===== src/sv/mvpi_pkg.sv =====
// Package for the PI velocity drive: widths, register indexes and sequencer states.
// Used by every module of the block; depends on nothing.
package mvpi_pkg;
  localparam int WordW = 32;
  localparam int AccW = 66;
  localparam int DutyW = 11;
  localparam int DutyFull = 1000;
  localparam logic [30:0] MaxVoltageReset = 31'd65536;
  localparam int CfgIdxW = 3;

  localparam logic [CfgIdxW-1:0] RegPropGain = 3'd0;
  localparam logic [CfgIdxW-1:0] RegIntGain = 3'd1;
  localparam logic [CfgIdxW-1:0] RegEmfGain = 3'd2;
  localparam logic [CfgIdxW-1:0] RegTorqueGain = 3'd3;
  localparam logic [CfgIdxW-1:0] RegPulseScale = 3'd4;
  localparam logic [CfgIdxW-1:0] RegMaxVelocity = 3'd5;
  localparam logic [CfgIdxW-1:0] RegMaxTorque = 3'd6;
  localparam logic [CfgIdxW-1:0] RegMaxVoltage = 3'd7;

  typedef enum logic [3:0] {
    ST_IDLE, ST_VEL, ST_ERR, ST_UP, ST_UI, ST_TORQ, ST_VT, ST_VE, ST_VOLT,
    ST_DMUL, ST_DIV, ST_DONE
  } state_t;

  typedef struct packed {
    logic start;
    logic is_div;
  } mul_ctl_t;

  function automatic logic signed [WordW-1:0] sat32(input logic signed [AccW-1:0] v);
    logic signed [AccW-1:0] hi;
    logic signed [AccW-1:0] lo;
    begin
      hi = AccW'(64'sh7fffffff);
      lo = -AccW'(64'sh80000000);
      if (v > hi) sat32 = 32'sh7fffffff;
      else if (v < lo) sat32 = 32'sh80000000;
      else sat32 = v[WordW-1:0];
    end
  endfunction

  function automatic logic signed [WordW-1:0] clampmag(input logic signed [WordW-1:0] v,
                                                       input logic [30:0] lim);
    logic signed [WordW:0] l;
    logic signed [WordW:0] w;
    begin
      l = {2'b00, lim};
      w = {v[WordW-1], v};
      if (w > l) clampmag = l[WordW-1:0];
      else if (w < -l) clampmag = WordW'(-l);
      else clampmag = v;
    end
  endfunction
endpackage


===== src/sv/mvpi_serial_mul.sv =====
// Bit-serial signed 32 by 32 multiplier and unsigned divider of the held product by a
// 32-bit divisor (one bit a cycle). Depends on mvpi_pkg.
module mvpi_serial_mul (
  input  logic clk,
  input  logic rst,
  input  mvpi_pkg::mul_ctl_t ctl,
  input  logic signed [31:0] a,
  input  logic signed [31:0] b,
  output logic busy,
  output logic signed [63:0] product,
  output logic [31:0] quotient
);
  import mvpi_pkg::*;

  logic [5:0] cnt;
  logic div_mode;
  logic signed [63:0] acc;
  logic signed [63:0] mcand;
  logic [31:0] mplier;
  logic [31:0] rem;
  logic [31:0] quo;
  logic [31:0] dvs;
  logic [32:0] trial;

  assign trial = {rem, quo[31]} - {1'b0, dvs};

  always_ff @(posedge clk) begin
    if (rst) begin
      busy <= 1'b0;
      cnt <= '0;
      div_mode <= 1'b0;
    end else if (ctl.start) begin
      busy <= 1'b1;
      cnt <= 6'd32;
      div_mode <= ctl.is_div;
      acc <= '0;
      mcand <= 64'(a);
      mplier <= b;
      rem <= acc[63:32];
      quo <= acc[31:0];
      dvs <= b;
    end else if (busy) begin
      cnt <= cnt - 6'd1;
      if (cnt == 6'd1) busy <= 1'b0;
      if (div_mode) begin
        if (!trial[32]) begin
          rem <= trial[31:0];
          quo <= {quo[30:0], 1'b1};
        end else begin
          rem <= {rem[30:0], quo[31]};
          quo <= {quo[30:0], 1'b0};
        end
      end else begin
        if (mplier[0]) begin
          if (cnt == 6'd1) acc <= acc - mcand;
          else acc <= acc + mcand;
        end
        mcand <= mcand <<< 1;
        mplier <= mplier >> 1;
      end
    end
  end

  assign product = acc;
  assign quotient = quo;
endmodule


===== src/sv/mvpi_regs.sv =====
// Configuration register file for the PI velocity drive.
// Depends on mvpi_pkg.
module mvpi_regs (
  input  logic clk,
  input  logic rst,
  input  logic cfg_we,
  input  logic [mvpi_pkg::CfgIdxW-1:0] cfg_index,
  input  logic [31:0] cfg_data,
  output logic signed [31:0] prop_gain,
  output logic signed [31:0] int_gain,
  output logic signed [31:0] emf_gain,
  output logic signed [31:0] torque_gain,
  output logic signed [31:0] pulse_scale,
  output logic [30:0] max_velocity,
  output logic [30:0] max_torque,
  output logic [30:0] max_voltage
);
  import mvpi_pkg::*;

  always_ff @(posedge clk) begin
    if (rst) begin
      prop_gain <= '0;
      int_gain <= '0;
      emf_gain <= '0;
      torque_gain <= '0;
      pulse_scale <= '0;
      max_velocity <= '0;
      max_torque <= '0;
      max_voltage <= MaxVoltageReset;
    end else if (cfg_we) begin
      case (cfg_index)
        RegPropGain: prop_gain <= cfg_data;
        RegIntGain: int_gain <= cfg_data;
        RegEmfGain: emf_gain <= cfg_data;
        RegTorqueGain: torque_gain <= cfg_data;
        RegPulseScale: pulse_scale <= cfg_data;
        RegMaxVelocity: max_velocity <= cfg_data[30:0];
        RegMaxTorque: max_torque <= cfg_data[30:0];
        RegMaxVoltage: max_voltage <= cfg_data[30:0];
        default: ;
      endcase
    end
  end
endmodule


===== src/sv/motor_velocity_pi_voltage_drive.sv =====
// Top level of the PI velocity drive with back-EMF feedforward.
// A running tick makes six serial multiplies and one serial divide on one shared unit, plus
// four single steps, from the accepting edge to the result word. A zero voltage limit
// skips the duty multiply and divide; a shutdown tick skips all of them.
// One word at a time: the next is accepted only after the result has been taken.
// Synchronous active-high reset clears the controller state, the shutdown latch and the
// registers (max_voltage resets to 1.0).
module motor_velocity_pi_voltage_drive (
  input  logic clk,
  input  logic rst,
  input  logic cfg_we,
  input  logic [mvpi_pkg::CfgIdxW-1:0] cfg_index,
  input  logic [31:0] cfg_data,
  input  logic in_valid,
  output logic in_ready,
  input  logic signed [15:0] pulse_count,
  input  logic signed [31:0] target_command,
  input  logic enable_pin,
  output logic out_valid,
  input  logic out_ready,
  output logic signed [mvpi_pkg::DutyW-1:0] duty,
  output logic gate_enable,
  output logic faulted
);
  import mvpi_pkg::*;

  logic signed [31:0] prop_gain, int_gain, emf_gain, torque_gain, pulse_scale;
  logic [30:0] max_velocity, max_torque, max_voltage;

  state_t state, state_next;
  logic signed [15:0] pulses;
  logic signed [31:0] target;
  logic signed [31:0] last_error, torque_accum, velocity, error, up, ui;
  logic signed [AccW-1:0] vt;
  logic signed [31:0] voltage;
  logic shutdown_latch;
  logic neg;
  mul_ctl_t mctl;
  logic signed [31:0] ma, mb;
  logic busy;
  logic signed [63:0] product;
  logic [31:0] quotient;
  logic signed [AccW-1:0] pq;
  logic signed [AccW-1:0] sum;

  mvpi_regs u_regs (
    .clk, .rst, .cfg_we, .cfg_index, .cfg_data,
    .prop_gain, .int_gain, .emf_gain, .torque_gain, .pulse_scale,
    .max_velocity, .max_torque, .max_voltage
  );

  mvpi_serial_mul u_mul (
    .clk, .rst, .ctl(mctl), .a(ma), .b(mb), .busy, .product, .quotient
  );

  assign pq = AccW'(product >>> 16);
  assign in_ready = (state == ST_IDLE) && !out_valid;

  always_comb begin
    state_next = state;
    mctl = '0;
    ma = '0;
    mb = '0;
    case (state)
      ST_IDLE: if (in_valid && in_ready) state_next = ST_VEL;
      ST_VEL: begin
        if (shutdown_latch) state_next = ST_DONE;
        else begin
          mctl.start = 1'b1;
          ma = 32'(pulses);
          mb = pulse_scale;
          state_next = ST_ERR;
        end
      end
      ST_ERR: if (!busy) begin
        mctl.start = 1'b1;
        ma = prop_gain;
        mb = sat32(AccW'(sat32(AccW'(clampmag(target, max_velocity))
               - AccW'(sat32(AccW'(product))))) - AccW'(last_error));
        state_next = ST_UP;
      end
      ST_UP: if (!busy) begin
        mctl.start = 1'b1;
        ma = int_gain;
        mb = error;
        state_next = ST_UI;
      end
      ST_UI: if (!busy) state_next = ST_TORQ;
      ST_TORQ: begin
        mctl.start = 1'b1;
        ma = clampmag(sat32(AccW'(torque_accum) + AccW'(up) + AccW'(ui)), max_torque);
        mb = torque_gain;
        state_next = ST_VT;
      end
      ST_VT: if (!busy) begin
        mctl.start = 1'b1;
        ma = velocity;
        mb = emf_gain;
        state_next = ST_VE;
      end
      ST_VE: if (!busy) state_next = ST_VOLT;
      ST_VOLT: begin
        if (max_voltage == '0) state_next = ST_DONE;
        else begin
          mctl.start = 1'b1;
          ma = voltage[31] ? -voltage : voltage;
          mb = 32'sd1000;
          state_next = ST_DMUL;
        end
      end
      ST_DMUL: if (!busy) begin
        mctl.start = 1'b1;
        mctl.is_div = 1'b1;
        mb = {1'b0, max_voltage};
        state_next = ST_DIV;
      end
      ST_DIV: if (!busy) state_next = ST_DONE;
      ST_DONE: state_next = ST_IDLE;
      default: state_next = ST_IDLE;
    endcase
  end

  assign sum = pq;

  always_ff @(posedge clk) begin
    if (rst) begin
      state <= ST_IDLE;
      out_valid <= 1'b0;
      shutdown_latch <= 1'b0;
      last_error <= '0;
      torque_accum <= '0;
    end else begin
      state <= state_next;
      if (out_valid && out_ready) out_valid <= 1'b0;
      case (state)
        ST_IDLE: if (in_valid && in_ready) begin
          pulses <= pulse_count;
          target <= target_command;
          if (!enable_pin) shutdown_latch <= 1'b1;
        end
        ST_ERR: if (!busy) begin
          velocity <= sat32(AccW'(product));
          error <= sat32(AccW'(clampmag(target, max_velocity))
                   - AccW'(sat32(AccW'(product))));
        end
        ST_UP: if (!busy) up <= sat32(sum);
        ST_UI: if (!busy) ui <= sat32(sum);
        ST_TORQ: begin
          torque_accum <= ma;
          last_error <= error;
        end
        ST_VT: if (!busy) vt <= sum;
        ST_VE: if (!busy) begin
          voltage <= clampmag(sat32(vt + sum), max_voltage);
        end
        ST_VOLT: begin
          neg <= voltage[31];
          duty <= '0;
        end
        ST_DIV: if (!busy) duty <= neg ? -DutyW'(quotient) : DutyW'(quotient);
        ST_DONE: begin
          out_valid <= 1'b1;
          gate_enable <= !shutdown_latch;
          faulted <= shutdown_latch;
          if (shutdown_latch) begin
            duty <= '0;
            last_error <= '0;
            torque_accum <= '0;
          end
        end
        default: ;
      endcase
    end
  end

  a_ready_idle: assert property (@(posedge clk) disable iff (rst)
    in_ready |-> !busy) else $error("input ready while the multiplier is busy");
  a_fault_gate: assert property (@(posedge clk) disable iff (rst)
    out_valid |-> (faulted != gate_enable)) else $error("fault and gate enable disagree");
  a_fault_duty: assert property (@(posedge clk) disable iff (rst)
    (out_valid && faulted) |-> (duty == '0)) else $error("nonzero duty while faulted");
  a_latch_sticky: assert property (@(posedge clk) disable iff (rst)
    $past(shutdown_latch) |-> shutdown_latch) else $error("shutdown latch cleared");
endmodule


===== config.mk =====
export PLATFORM = sky130hd
export DESIGN_NAME = motor_velocity_pi_voltage_drive
export DESIGN_NICKNAME = d
export VERILOG_FILES = /design/src/sv/mvpi_pkg.sv /design/src/sv/mvpi_serial_mul.sv /design/src/sv/mvpi_regs.sv /design/src/sv/motor_velocity_pi_voltage_drive.sv
export SDC_FILE = /design/constraint.sdc
export NUM_CORES = 2
export LEC_CHECK = 0
export BUFFER_PORTS_ARGS = -buffer_cell sky130_fd_sc_hd__buf_2
export CAP_MARGIN = 40
export CORE_ASPECT_RATIO = 1.2
export CORE_UTILIZATION = 34
export CTS_BUF_LIST = sky130_fd_sc_hd__clkbuf_4 sky130_fd_sc_hd__clkbuf_8 sky130_fd_sc_hd__clkbuf_16
export CTS_CLUSTER_SIZE = 40
export DETAILED_ROUTE_END_ITERATION = 6
export PLACE_DENSITY_LB_ADDON = 0.25
export REMOVE_ABC_BUFFERS = 1
export SLEW_MARGIN = 0
export SYNTH_ARGS = -nofsm -noshare
export SYNTH_HDL_FRONTEND = slang
export SYNTH_SLANG_ARGS = --single-unit

===== constraint.sdc =====
create_clock -name clk -period 15.43 [get_ports clk]
set_input_delay 0 -clock clk [delete_from_list [all_inputs] [get_ports clk]]
set_output_delay 0 -clock clk [all_outputs]
set_load 0.05 [all_outputs]

# After elaboration in Yosys (flattened, before gate mapping)
# Cells that the tools add are included.
[op_classes] mux=94 n_lt_le_gt_ge=20 reduce_logical=40 n_bitwise=3 eq_ne=29 add_sub_neg=15
[op_table] operator="two-way mux 32 bit" n=51
[op_table] operator="two-way mux 64 bit" n=7
[op_table] operator="case mux 32 bit (7 select lines)" n=1
[op_table] operator="case mux 32 bit (6 select lines)" n=1
[op_table] operator="case mux 32 bit (2 select lines)" n=2
[op_table] operator="> comparator 33 x 32 -> 1 bit, second input constant" n=3
[op_table] operator="less-than comparator 32 x 33 -> 1 bit" n=3
[op_table] operator="less-than comparator 33 x 32 -> 1 bit, second input constant" n=3
[op_table] operator="negator 31 -> 33 bit" n=3
[op_table] operator="subtractor 32 x 32 -> 33 bit" n=3
[op_table] operator="> comparator 32 bit" n=3
[op_table] operator="adder 64 bit" n=1
[op_table] operator="> comparator 64 x 32 -> 1 bit, second input constant" n=1
[op_table] operator="less-than comparator 64 x 32 -> 1 bit, second input constant" n=1
[op_table] operator="subtractor 64 bit" n=1
[op_table] operator="two-way mux 31 bit" n=2
[op_table] operator="adder 48 x 48 -> 49 bit" n=1
[op_table] operator="> comparator 49 x 32 -> 1 bit, second input constant" n=1
[op_table] operator="less-than comparator 49 x 32 -> 1 bit, second input constant" n=1
[op_table] operator="> comparator 48 x 32 -> 1 bit, second input constant" n=1
[op_table] operator="less-than comparator 48 x 32 -> 1 bit, second input constant" n=1
[op_table] operator="case mux 4 bit (11 select lines)" n=1
[op_table] operator="two-way mux 4 bit" n=9
[op_table] operator="adder 33 x 32 -> 34 bit" n=1
[op_table] operator="38 further kinds" n=99
[totals] regBits=857 out_inout_bits=15

# Longest topological paths before layout
[logic_depth] ltp_word=19 ltp_mapped=55 mapped_depth_nobuf=49

# Modules after synthesis
# From an unflattened synthesis, not the netlist that was laid out.
[hier_totals] cells_unflattened=6400 area_unflattened_um2=60092.6
[modules_own_cells] module="motor_velocity_pi_voltage_drive" cells_each=3811 seq_area_each_um2=9509.1 area_per_inst_um2=32735.1 instances=1
[modules_own_cells] module="mvpi_serial_mul" cells_each=1694 seq_area_each_um2=7847.5 area_per_inst_um2=17476.8 instances=1
[modules_own_cells] module="mvpi_regs" cells_each=895 seq_area_each_um2=5064.9 area_per_inst_um2=9880.7 instances=1

# Worst setup path after synthesis
# OpenSTA, ideal clock, no wires.
[synth_timing] kind="reg2reg" start="reg u_regs.max_velocity[1]" end="reg u_mul.mplier[20] (data pin)" arrival_time_ns=11.165 n_path_buf=6 slack_ns=4.005 required_time_ns=15.170 stages_incl_launch_ff=53 path_cell_list="dfxtp_1 -> inv_1 -> ha_1 -> nand3_1 -> or3_1 -> clkbuf_1 -> or4_1 -> nor2_2 -> nand2_1 -> or3_1 -> clkbuf_1 -> nor3_1 -> xnor2_1 -> ha_1 -> a21o_1 -> a21o_1 -> a21o_1 -> a21oi_1 -> [... 17 more ...] -> o311a_1 -> or3_1 -> mux2i_1 -> clkbuf_1 -> clkbuf_1 -> a21oi_1 -> fa_1 -> a21o_1 -> a21oi_1 -> o21bai_1 -> a31o_2 -> a211oi_1 -> o21ai_0 -> o211ai_1 -> a21oi_1 -> o21ai_0 -> o2111ai_1 -> mux2_2"
[synth_via] elab_chain_cells=19
[synth_lines] item="start: declaration" line_no="mvpi_regs.sv:14" source="output logic [30:0] max_velocity,"
[synth_lines] item="start signal: assignment" line_no="mvpi_regs.sv:37" source="RegMaxVelocity: max_velocity <= cfg_data[30:0];"
[synth_lines] item="negator 31 -> 33 bit" line_no="mvpi_pkg.sv:50" source="else if (w < -l) clampmag = WordW'(-l);"
[synth_lines] item="less-than comparator 32 x 33 -> 1 bit" line_no="mvpi_pkg.sv:50"
[synth_lines] item="two-way mux 32 bit" line_no="mvpi_pkg.sv:50"
[synth_lines] item="two-way mux 32 bit (*)" line_no="mvpi_pkg.sv:49" source="if (w > l) clampmag = l[WordW-1:0];"
[synth_lines] item="two-way mux 32 bit (*)" line_no="motor_velocity_pi_voltage_drive.sv:75" source="ST_ERR: if (!busy) begin"
[synth_lines] item="two-way mux 32 bit (*)" line_no="motor_velocity_pi_voltage_drive.sv:64" source="case (state)"
[synth_lines] item="subtractor 32 x 32 -> 33 bit (*)" line_no="motor_velocity_pi_voltage_drive.sv:79" source="- AccW'(sat32(AccW'(product))))) - AccW'(last_error));"
[synth_lines] item="less-than comparator 33 x 32 -> 1 bit" line_no="mvpi_pkg.sv:37" source="else if (v < lo) sat32 = 32'sh80000000;"
[synth_lines] item="[... 4 more ...]"
[synth_lines] item="subtractor 32 x 32 -> 33 bit (*)" line_no="motor_velocity_pi_voltage_drive.sv:79"
[synth_lines] item="less-than comparator 33 x 32 -> 1 bit" line_no="mvpi_pkg.sv:37"
[synth_lines] item="two-way mux 32 bit" line_no="mvpi_pkg.sv:37"
[synth_lines] item="two-way mux 32 bit (*)" line_no="mvpi_pkg.sv:36" source="if (v > hi) sat32 = 32'sh7fffffff;"
[synth_lines] item="two-way mux 32 bit (*)" line_no="motor_velocity_pi_voltage_drive.sv:75"
[synth_lines] item="case mux 32 bit (7 select lines) (*)" line_no="motor_velocity_pi_voltage_drive.sv:64"
[synth_lines] item="net mb[20]" line_no="motor_velocity_pi_voltage_drive.sv:39" source="logic signed [31:0] ma, mb;"
[synth_lines] item="two-way mux 32 bit (*)" line_no="mvpi_serial_mul.sv:32" source="end else if (ctl.start) begin"
[synth_lines] item="end signal: assignment" line_no="mvpi_serial_mul.sv:59" source="mplier <= mplier >> 1;"
[synth_lines] item="end: declaration" line_no="mvpi_serial_mul.sv:19" source="logic [31:0] mplier;"
# Mark *: on every way through the listed nets, which the timed path passes. The rest lies on a longest branch. The select of a mux whose other input is x is not followed.
# A chain may end at the register's enable or synchronous reset.

# Final worst setup path
[layout_timing] start="reg u_regs.max_velocity[0]" end="reg u_mul.mplier[20] (data pin)"
# The elaborated chain is that of the path after synthesis.

==> implementation parameters <==
Parameter                              Value

STA
  Setup slack of the critical path after layout    2205 ps
  Setup-failing EPs final    0
  Clock period minus worst slack    13220 ps
  Total count of hold-check failures in the final report    0
  Max frequency    approximately 76 MHz
  Setup total negative slack    0 ps
  Max-slew violation count    0
  Relative slew margins    36.46%
  RSZ-0062 raised after global routing    false
  Worst-case clock skew    39.51 ps
  Slew at the pin with the worst max-slew slack    938.2 ps
  Share of the clock period used by the worst path    85.71%

Clock tree
  H-tree Lvls    3
  TritonCTS clock tree    yes
  CTS Root Buffer Type    sky130_fd_sc_hd__clkbuf_16
  Sink Count    857
  Deepest clock path buffer count    3
  Insertion delay to the later sink of the worst-skew pair    760 ps
  Register clock-pin slew on the reported worst setup and hold paths    around 70 ps
  Post-CTS repair timing setup buffer count    0
  Clock buffers created by TritonCTS    95

Synthesis
  Synth async-reset ratio    0%
  Synthesis warning total    0
  Synth Flop Type    sky130_fd_sc_hd__edfxtp_1
  Most used standard cells in the synthesized netlist    1113 x sky130_fd_sc_hd__nand2_1, 678 x sky130_fd_sc_hd__a21oi_1, 526 x sky130_fd_sc_hd__edfxtp_1
  Area share of the leading cell type in the synthesized netlist    a little over a quarter
  Mean post-synth cell area    8.682 sq um
  Post-synthesis instance total    6788
  Most area-consuming cells after synthesis    sky130_fd_sc_hd__edfxtp_1 27%, sky130_fd_sc_hd__dfxtp_1 11%, sky130_fd_sc_hd__ha_1 9.3%, sky130_fd_sc_hd__nand2_1 7.1%, sky130_fd_sc_hd__a21oi_1 5.8%
  Register area share after synthesis    about two fifths
  Flop and latch count out of synthesis    857
  Most common cell in the netlist    sky130_fd_sc_hd__nand2_1
  Leading area contributor after synthesis    sky130_fd_sc_hd__edfxtp_1
  Library cells used by synthesis    approximately 110
  Number of flops mapped to enable cells by yosys    526
  Post-synthesis instance area    slightly below 60000 sq um

Floorplanning
  Core area    172400 sq um
  Die area    175000 sq um
  Std cell rows    167
  Die Y    458.1 microns
  I/O pin total    104
  X dimension of the die    382.1 microns
  Initial core utilization    34.19%

Global routing
  GRT Resource Usage Total    24.89%
  Maximum number of pins on one net before global-route repair    approximately 150
  Remaining global-route overflow    0
  Vias in the first global route    50900
  First-pass GRT wire length    329.4 mm
  Number of antenna violations at the first check in global routing    9

Layout
  Filler Cells Inserted    17380
  Area growth syn-to-layout    13.42%
  Sequential cell area    22420 sq um
  Final instance area    ~67000 sq um
  Area of the multi-input gates    34110 sq um
  Final Net Count    7414
  Fraction of layout instances using a drive strength above 1    7.501%
  Final core area utilization    38.78%

Worst setup path
  Critical path type    flop to flop
  Required @ worst endpoint    15920 ps
  Highest-delay cell along the critical path    sky130_fd_sc_hd__or4_1
  Type of destination of the critical path    flop
  Most used cell along the critical path    sky130_fd_sc_hd__o21ai_0
  Crit-path max FO    41
  Data arrival, critical path    13710 ps
  Crit path largest cell delay    between 500 and 600 ps
  Worst setup SP type    flop

Place
  Half-perimeter wire length after detailed placement    167.9 mm
  Worst setup slack before clock tree synthesis    2322 ps
  Final Wtd Congestion    0.9887
  Dpl cell area    62080 sq um
  IO buf count    between 100 and 150

Route
  DRT Wirelength    around 220 mm
  ANT nets after route    0
  Overall via count from detail_route    52650
  First-pass detailed-route iteration total    6
  Drt first-iter violations    between 5000 and 6000
  Vias per cell    between 5 and 6
  DRC violations left    0
  Average detailed-routed wire length per instance    24.30 microns

Flow run
  Count of maximum capacitance violations    0

Run status
  Result of the run    complete, no violations

Hold path
  Classification of the worst-slack hold path    input port to flop
per-stage QoR:
| step | hold slack [ps] | instances |
|---|---|---|
| after global routing | 234.4 | 9216 |
| after floorplan | 69.07 | 6394 |
| after detailed placement | 178.1 | 8894 |
| after global placement | 177.0 | 8871 |
| after CTS | 177.6 | 9213 |
| final | 216.0 | 9217 |
critical path: cells and delay by family, from the launching register on:
| kind | cells | cell delay (ps) |
|---|---|---|
| flops | 1 | 360 |
| compound gates | 23 | 5340 |
| fa+ha+maj | 4 | 1070 |
| simple gates | 12 | 3410 |
| xor+xnor | 1 | 180 |
| buf+inv | 5 | 1460 |
| mux | 3 | 1090 |
path summary, 6_finish.rpt:
kind                                  startpoint  slack [ps]                                   to  cells after the start
max          u_regs.max_velocity[0]$_SDFFE_PP0P_        2210           u_mul.mplier[20]$_DFFE_PP_                     48
max reg2reg  u_regs.max_velocity[0]$_SDFFE_PP0P_        2210           u_mul.mplier[20]$_DFFE_PP_                     48
min                                  cfg_data[1]         220  u_regs.max_velocity[1]$_SDFFE_PP0P_                      4
min reg2reg  u_regs.pulse_scale[13]$_SDFFE_PP0P_         450  u_regs.pulse_scale[13]$_SDFFE_PP0P_                      2
sequential cells by signal, indices dropped and copies added, names as in the netlist, 32 cells and up:
register	cells
u_regs.torque_gain	32
target	32
voltage	32
u_regs.emf_gain	32
last_error	32
error	32
u_mul.rem	32
u_mul.dvs	32
u_mul.mplier	32
torque_accum	32
up	32
u_regs.prop_gain	32
vt	48
u_regs.int_gain	32
u_regs.pulse_scale	32
u_mul.product	64
u_mul.mcand	64
ui	32
velocity	32
u_mul.quotient	32
kinds of logic after synthesis:
| family | synth area share [%] |
|---|---|
| adder cells (fa/ha/maj) | 10.68 |
| buffers and inverters | 4.512 |
| AO/OA/AOI/OAI | 22.21 |
| multiplexers | 1.163 |
| AND/OR/NAND/NOR | 17.74 |
| XOR/XNOR | 5.645 |
| flip-flops | 38.05 |
placed cells by master (no fill, tap or decap), types with 27 or more instances in the layout:
cell type / n
sky130_fd_sc_hd__inv_1: 289
sky130_fd_sc_hd__o31ai_1: 50
sky130_fd_sc_hd__nor2_1: 431
sky130_fd_sc_hd__a31oi_1: 88
sky130_fd_sc_hd__o21bai_1: 55
sky130_fd_sc_hd__nand3_1: 96
sky130_fd_sc_hd__buf_2: 105
sky130_fd_sc_hd__and3_1: 33
sky130_fd_sc_hd__ha_1: 436
sky130_fd_sc_hd__xor2_1: 146
sky130_fd_sc_hd__o21a_1: 61
sky130_fd_sc_hd__nand2_1: 1111
sky130_fd_sc_hd__dlygate4sd3_1: 141
sky130_fd_sc_hd__a211oi_1: 42
sky130_fd_sc_hd__edfxtp_1: 526
sky130_fd_sc_hd__nor4_1: 45
sky130_fd_sc_hd__dfxtp_1: 331
sky130_fd_sc_hd__a221oi_1: 28
sky130_fd_sc_hd__or3_1: 63
sky130_fd_sc_hd__nand3b_1: 27
sky130_fd_sc_hd__o21ai_0: 312
sky130_fd_sc_hd__clkbuf_16: 102
sky130_fd_sc_hd__nor3_1: 111
sky130_fd_sc_hd__nand4_1: 100
sky130_fd_sc_hd__xnor2_1: 232
sky130_fd_sc_hd__nand2b_1: 61
sky130_fd_sc_hd__nor2b_1: 50
sky130_fd_sc_hd__a22oi_1: 130
sky130_fd_sc_hd__o211ai_1: 65
sky130_fd_sc_hd__buf_4: 98
sky130_fd_sc_hd__a21oi_1: 675
sky130_fd_sc_hd__mux2i_1: 54
sky130_fd_sc_hd__fa_1: 38
sky130_fd_sc_hd__a21o_1: 202
cell type report:
type	count	area share, %
Tap cell	2281	4.270
Sequential cell	857	33.54
Timing Repair Buffer	360	4.513
Clock inverter	43	0.7113
Multi-Input combinational cell	5248	51.03
Antenna cell	4	0.01497
Inverter	289	1.623
Clock buffer	135	4.292
per-layer routing:
metal	global-route usage, %	share of wire, %	up-vias
met5	0	0.021	-
met4	14.74	6.3	8
met3	2.590	5.5	429
met2	41.42	47	1792
met1	31.07	41	25600
li1	-	-	24820
repair_timing:
action / CTS / global route
hold buffers: 141 / 0
setup endpoints to repair: 0 / 0
hold endpoints to repair: 321 / 0
gates resized for setup: 0 / 0
Power is not shown: default switching activity piles up to over one toggle a cycle in this logic, so the estimate is an artifact.
